`src/hdl/lzwc_pkg.sv`:
```
// Package: shared constants, types and command/status structs for the LZ window compressor.
package lzwc_pkg;

    localparam int MaxWindowBits = 14;
    localparam int MaxLookahead  = 16;
    localparam int MaxRun        = 31;

    localparam logic [3:0] ResetWindowBits = 4'd11;
    localparam logic [2:0] ResetLengthBits = 3'd4;
    localparam logic [2:0] ResetRunBits    = 3'd3;

    localparam logic [1:0] RegWindowBits = 2'd0;
    localparam logic [1:0] RegLengthBits = 2'd1;
    localparam logic [1:0] RegRunBits    = 2'd2;

    // controller -> datapath
    typedef struct packed {
        logic take_byte;     // write accepted byte into lookahead
        logic scan_start;    // clear best, set distance 1
        logic scan_step;     // compare one candidate distance
        logic commit;        // apply the token decision
        logic put_bits;      // push a field into the bit packer
        logic [1:0] field;   // which field
        logic pad;           // pad packer to a byte
        logic emit_run;      // emit run byte at index
        logic clear;         // end of stream clear
    } lzwc_cmd_t;

    localparam logic [1:0] FieldZeroL  = 2'd0;
    localparam logic [1:0] FieldCount  = 2'd1;
    localparam logic [1:0] FieldMatch  = 2'd2;
    localparam logic [1:0] FieldEnd    = 2'd3;

    // datapath -> controller
    typedef struct packed {
        logic la_full;       // lookahead holds F bytes
        logic la_empty;
        logic scan_done;     // all distances compared
        logic is_literal;    // best length is one
        logic run_full;      // run at maximum
        logic run_nonempty;
        logic run_emit_done; // run bytes all emitted
        logic out_busy;      // packer holds >= 8 bits, hold register cannot load, or a commit is moving bytes
        logic bits_pending;  // packer holds a partial byte
    } lzwc_sts_t;

endpackage

```
`src/hdl/lzwc_ctrl.sv`:
```
// Controller: sequences byte intake, window scan, token coding and drain.
module lzwc_ctrl
(
    input  logic                clk,
    input  logic                rst_n,
    input  logic                in_valid,
    input  logic                in_last,
    output logic                in_ready,
    output lzwc_pkg::lzwc_cmd_t cmd,
    input  lzwc_pkg::lzwc_sts_t sts,
    output logic                mark_end,   // word done: newest held byte is its last
    output logic                mark_stream
);
    import lzwc_pkg::*;

    typedef enum logic [11:0] {
        S_IDLE   = 12'b000000000001,
        S_CHECK  = 12'b000000000010,
        S_SCAN   = 12'b000000000100,
        S_DECIDE = 12'b000000001000,
        S_FLUSHL = 12'b000000010000,
        S_FLUSHC = 12'b000000100000,
        S_FLUSHP = 12'b000001000000,
        S_FLUSHB = 12'b000010000000,
        S_MATCH  = 12'b000100000000,
        S_ENDB   = 12'b001000000000,
        S_ENDP   = 12'b010000000000,
        S_ENDM   = 12'b100000000000
    } state_t;

    state_t state_reg, state_next;
    logic   last_reg, last_next;
    logic   after_reg, after_next;   // flush is followed by a match token
    logic   mfld_reg, mfld_next;     // match: 0 length field, 1 distance field
    logic   endf_reg, endf_next;     // flush is part of the drain

    always_ff @(posedge clk or negedge rst_n)
    begin
        if (!rst_n)
        begin
            state_reg <= S_IDLE;
            last_reg  <= 1'b0;
            after_reg <= 1'b0;
            mfld_reg  <= 1'b0;
            endf_reg  <= 1'b0;
        end
        else
        begin
            state_reg <= state_next;
            last_reg  <= last_next;
            after_reg <= after_next;
            mfld_reg  <= mfld_next;
            endf_reg  <= endf_next;
        end
    end

    always_comb
    begin
        state_next = state_reg;
        last_next  = last_reg;
        after_next = after_reg;
        mfld_next  = mfld_reg;
        endf_next  = endf_reg;
        cmd        = '0;
        in_ready   = 1'b0;
        mark_end   = 1'b0;
        mark_stream = 1'b0;
        case (state_reg)
            S_IDLE:
            begin
                in_ready = !sts.out_busy;
                if (in_valid && !sts.out_busy)
                begin
                    cmd.take_byte = 1'b1;
                    last_next = in_last;
                    state_next = S_CHECK;
                end
            end
            S_CHECK:
            begin
                if (sts.out_busy)
                    state_next = S_CHECK;
                else if (sts.la_full || (last_reg && !sts.la_empty))
                begin
                    cmd.scan_start = 1'b1;
                    state_next = S_SCAN;
                end
                else if (last_reg)
                begin
                    if (sts.run_nonempty)
                    begin
                        endf_next = 1'b1;
                        after_next = 1'b0;
                        state_next = S_FLUSHL;
                    end
                    else
                        state_next = S_ENDB;
                end
                else
                begin
                    mark_end = 1'b1;
                    state_next = S_IDLE;
                end
            end
            S_SCAN:
            begin
                if (sts.scan_done)
                    state_next = S_DECIDE;
                else
                    cmd.scan_step = 1'b1;
            end
            S_DECIDE:
            begin
                if (sts.is_literal)
                begin
                    if (sts.run_full)
                    begin
                        after_next = 1'b0;
                        endf_next = 1'b0;
                        state_next = S_FLUSHL;
                    end
                    else
                    begin
                        cmd.commit = 1'b1;
                        state_next = S_CHECK;
                    end
                end
                else if (sts.run_nonempty)
                begin
                    after_next = 1'b1;
                    endf_next = 1'b0;
                    state_next = S_FLUSHL;
                end
                else
                begin
                    mfld_next = 1'b0;
                    state_next = S_MATCH;
                end
            end
            S_FLUSHL:
            begin
                if (!sts.out_busy)
                begin
                    cmd.put_bits = 1'b1;
                    cmd.field = FieldZeroL;
                    state_next = S_FLUSHC;
                end
            end
            S_FLUSHC:
            begin
                if (!sts.out_busy)
                begin
                    cmd.put_bits = 1'b1;
                    cmd.field = FieldCount;
                    state_next = S_FLUSHP;
                end
            end
            S_FLUSHP:
            begin
                if (!sts.out_busy)
                begin
                    cmd.pad = 1'b1;
                    state_next = S_FLUSHB;
                end
            end
            S_FLUSHB:
            begin
                if (!sts.out_busy)
                begin
                    if (sts.run_emit_done)
                    begin
                        if (endf_reg)
                            state_next = S_ENDB;
                        else if (after_reg)
                        begin
                            mfld_next = 1'b0;
                            state_next = S_MATCH;
                        end
                        else
                            state_next = S_DECIDE; // run now empty, literal joins
                    end
                    else
                        cmd.emit_run = 1'b1;
                end
            end
            S_MATCH:
            begin
                if (!sts.out_busy)
                begin
                    cmd.put_bits = 1'b1;
                    cmd.field = FieldMatch;
                    if (mfld_reg)
                    begin
                        cmd.commit = 1'b1;
                        state_next = S_CHECK;
                    end
                    mfld_next = 1'b1;
                end
            end
            S_ENDB:
            begin
                if (!sts.out_busy)
                begin
                    cmd.put_bits = 1'b1;
                    cmd.field = FieldEnd;
                    state_next = S_ENDP;
                end
            end
            S_ENDP:
            begin
                if (!sts.out_busy)
                begin
                    cmd.pad = 1'b1;
                    state_next = S_ENDM;
                end
            end
            S_ENDM:
            begin
                if (!sts.out_busy)
                begin
                    cmd.clear = 1'b1;
                    mark_end = 1'b1;
                    mark_stream = 1'b1;
                    last_next = 1'b0;
                    state_next = S_IDLE;
                end
            end
            default:
            begin
                state_next = S_IDLE;
            end
        endcase
    end

endmodule

```
`config.mk`:
```
export PLATFORM = sky130hd
export DESIGN_NAME = lzwc_ctrl
export DESIGN_NICKNAME = d
export VERILOG_FILES = /design/src/hdl/lzwc_pkg.sv /design/src/hdl/lzwc_ctrl.sv
export SDC_FILE = /design/constraint.sdc
export NUM_CORES = 1
export LEC_CHECK = 0
export BUFFER_PORTS_ARGS = -buffer_cell sky130_fd_sc_hd__buf_4
export CAP_MARGIN = 20
export CORE_MARGIN = 4
export CORE_UTILIZATION = 59
export CTS_CLUSTER_DIAMETER = 80
export DETAILED_ROUTE_END_ITERATION = 8
export GPL_ROUTABILITY_DRIVEN = 0
export GPL_TIMING_DRIVEN = 0
export PLACE_DENSITY = 0.81
export SYNTH_ARGS = -nofsm -noshare
export SYNTH_HDL_FRONTEND = slang
export SYNTH_SLANG_ARGS = --single-unit
```
`constraint.sdc`:
```
create_clock -name clk -period 5.6 [get_ports clk]
set_input_delay 0.84 -clock clk [delete_from_list [all_inputs] [get_ports clk]]
set_output_delay 0.84 -clock clk [all_outputs]
set_load 0.005 [all_outputs]
```
# Yosys cells after proc, flatten, opt, wreduce, memory -nomap -nowiden
# Cells that the tools add are included.
# totals
word_cells	125
register_bits	16
output_inout_bits	13
inputBits	13
# classes
muxes	73
n_reduce_logical	13
eq_ne	34
# op_table
operator	n
$mux W12	16
$pmux W12 S12	1
$mux W1	40
$ne A2 B2 Y1 const B	20
$mux W10	2
$mux W9	2
$eq A12 B1 Y1 const B	1
$eq A12 B10 Y1 const B	1
$eq A12 B11 Y1 const B	1
$eq A12 B12 Y1 const B	1
$eq A12 B2 Y1 const B	1
$eq A12 B3 Y1 const B	1
$eq A12 B4 Y1 const B	1
$eq A12 B5 Y1 const B	1
$eq A12 B6 Y1 const B	1
$eq A12 B7 Y1 const B	1
$eq A12 B8 Y1 const B	1
$eq A12 B9 Y1 const B	1
$pmux W3 S4	1
$reduce_and A12 Y1	1
$pmux W1 S2	5
$mux W3	3
$reduce_and A8 Y1	1
$reduce_and A7 Y1	1
11 further kinds	15

# Longest topological paths before layout
# depth
depth_word	6
depth_mapped	7
ltp_nobuf	5

# Worst setup path before layout
# Ideal clock, no wire load.
# synth_timing
path_type	register to output
startpoint	register state_reg[7]
endpoint	output port cmd[9] (netlist bit)
arrival_time_ns	1.648
slack_ns	3.112
path_stages_with_launch	5
required_time_ns	4.760
path_cell_list	dfrtp_1 clkbuf_1 nor4_2 nand3_1 nor4_1
# synth_lines
element	line_no	source
start: declaration	lzwc_ctrl.sv:31	state_t state_reg, state_next;
start signal: assignment	lzwc_ctrl.sv:49	state_reg <= state_next;
end: declaration	lzwc_ctrl.sv:9	output lzwc_pkg::lzwc_cmd_t cmd,

==> results.yml <==
finish:
  area_growth_syn_to_layout_pct: 16.5
  most_common_cell_after_layout_fill_and_taps_aside: "buf_4"
  multi_input_area_um2: 893
  fillerInstances: 200
  final_cell_count_no_fill: 230
  most-common-layout-cells: "buf_4 (24), dfrtp_1 (15), nor2_1 (14), inv_1 (12)"
  number_of_diodes: 0
  postLayoutCellArea_um2: 1660
  sequential_cell_area_um2: 402
  final_layout_size_suffix_gt1_share_pct: 22.3
  final_nets: 216
  largest_register_ffs: 12
yosys:
  mean_syn_cell_area_um2: 8.12
  synth_area_um2: 1420
  synth.yosys.seq_area_share_pct: 28.3
  post_synth_edffs: 0
  synth.net_count: 188
  synthFlopType: "dfrtp_1"
  synthDistinctLibCells: 51
  yosys_register_bits: 16
  synthesis.instances: 175
  synthArstFlopShare_pct: 100
  synth-warning-count: 0
floorplanning:
  boundary_pin_count: 26
  fp.dieW_um: 57.1
  start_util_pct: 63.0
  dieArea_um2: 3260
  fp.dieH_um: 57.1
  fp.coreArea_um2: 2250
  floorplan.rows: 17
grt:
  grt_antenna_before_repair: 0
  grt_max_degree: 17
  grt_pass1_wl_mm: 6.34
  number_of_global_route_vias_before_repair: 1356
  globalRouteOverflowTotal: 0
  groute.usage.overall_pct: 23.9
detailed_routing:
  drt_iter0_markers: 104
  vias_per_cell: 6.50
  drt_drc_violations_left: 0
  drt.antenna.violating_nets: 0
  post_drt_wl_per_cell_um: 16.5
  tritonroute_pass_1_iters: 4
  finalWirelength_mm: 3.78
  detailroute.via_count: 1496
worst_setup_path:
  setup.worst_path.start_class: "register"
  worstPathRequired_ps: 4760
  ff2ff_path_depth: 7
  critPathKind: "reg2out"
  worst-path-max-fanout: 10
  setup.reg_to_reg.worst_slack_ps: 3110
  cp-end-kind: "primary output"
  worst_r2r_src: "state_reg[10]"
  worst_r2r_endpoint: "state_reg[8]"
  worst_ep_arrival_time_ps: 2530
timing:
  fin_worst_skew_ps: 3.66
  share_of_the_clock_period_used_by_the_worst_path_after_layout_pct: 60.2
  hold-worst-slack_ps: 386
  timing_worst_slew_pin_value_ps: 802
  finalSetupViolations: 0
  slew_violations: 0
  setup_total_negative_slack_ps: 0
  final.setup.worst_slack_ps: 2230
  report.final.hold_viol_count: 0
  worst_rel_slew_slack_pct: 46.0
  maxClockFrequency_ghz: 0.297
  final.min_clock_period_ps: 3370
  grt_setup_unrepaired: "no"
cts:
  post_cts.resized_instances: 0
  cts-htree-levels: 1
  tritoncts.num_buffers: 3
  cts_tree: "done"
  cts_hold_repair.buffers: 0
  clk_pin_slew_worst_paths_ps: 110
  clock_insertion_delay_worst_skew_ps: 290
  clk_root_buffer_cell: "clkbuf_4"
  postCtsSetupRepairBufs: 0
  clock_path_buffers: 2
  numClockSinks: 16
pwr:
  ir_worst_vdd_mv: 0.194
  power.density_nw_per_um2: 272
  power.static_leakage_nw: 0.791
placement:
  port_buffer_count: 23
  dp_hpwl_mm: 2.90
  pre_cts_ws_ps: 2620
  dpl_cell_area_um2: 1630
  dp.cells: 226
outcome:
  status: "complete, no violations"
worst_hold_path:
  min-delay-path-class: "in2async"
flow_run:
  maxCapViolCount: 0
## worst max path at each step
stage / startpoint / slack, ps / endpoint
5_1_grt: state_reg[7] / 2000 / cmd[9]
2_1_floorplan: state_reg[7] / 3110 / cmd[9]
4_1_cts: state_reg[7] / 2280 / cmd[9]
6_report: state_reg[7] / 2230 / cmd[9]
3_5_place_dp: state_reg[7] / 2620 / cmd[9]
3_3_place_gp: state_reg[7] / 2690 / cmd[6]
## synthesized netlist by cell type, types with 3 or more instances
library cell	n	area share (%)
clkbuf_1	7	1.8
nor4b_1	3	1.8
mux2i_1	3	2.1
nand3_1	9	3.2
xor2_1	6	3.7
buf_2	5	1.8
nor2_1	14	3.7
o21ai_0	6	2.1
nand4_1	8	3.5
nor2b_1	4	1.8
inv_1	12	3.2
nor3_1	8	2.8
nand2_1	8	2.1
dfrtp_1	15	26
nor3b_1	4	2.1
a21oi_1	9	3.2
nor4_1	4	1.8
and2_1	3	1.3
nand3b_1	3	1.6
## layer usage
layer | vias to the layer above | share of wire [%] | track usage (%)
li1 | 705 | - | -
met1 | 716 | 42 | 33.2
met2 | 70 | 49 | 39.2
met3 | 5 | 8.3 | 4.07
met4 | 0 | 0.61 | 4.97
met5 | - | 0 | 0
## cell families (layout without fill, tap and decap cells)
kind of cell / Yosys count / in the layout / synth area share, %
xor+xnor: 6 / 6 / 3.70
buf+inv: 27 / 54 / 8.89
simple gates: 82 / 82 / 34.9
flops: 16 / 16 / 28.3
compound gates: 38 / 38 / 19.5
mux: 6 / 6 / 4.75
## critical path, stage by stage (launching register included)
cell,delay [ps]
dfrtp_1,390
clkbuf_1,260
nor4_2,740
nand3_1,290
nor4_1,380
buf_4,180
## layout make-up
class                      instances  share of cell area, %
buffer                            15                   4.91
inverter                          12                   2.72
clock buffer                       4                   1.59
sequential                        16                   24.3
timing repair buffer              23                   10.4
tap                               28                   2.12
multi-input combinational        132                   54.0
## through the flow
stage          power, mW  util, %
4_1_cts            0.444     73.4
3_3_place_gp       0.371     72.3
2_1_floorplan      0.318        -
3_5_place_dp       0.376     72.3
6_report           0.450     73.4
5_1_grt            0.479     73.4
## power by group
part,internal [mW],switching [mW]
clock network,0.0277,0.0418
logic,0.0994,0.139
registers,0.132,0.00916
total,0.259,0.190
Power figures use the tool's default switching activity.
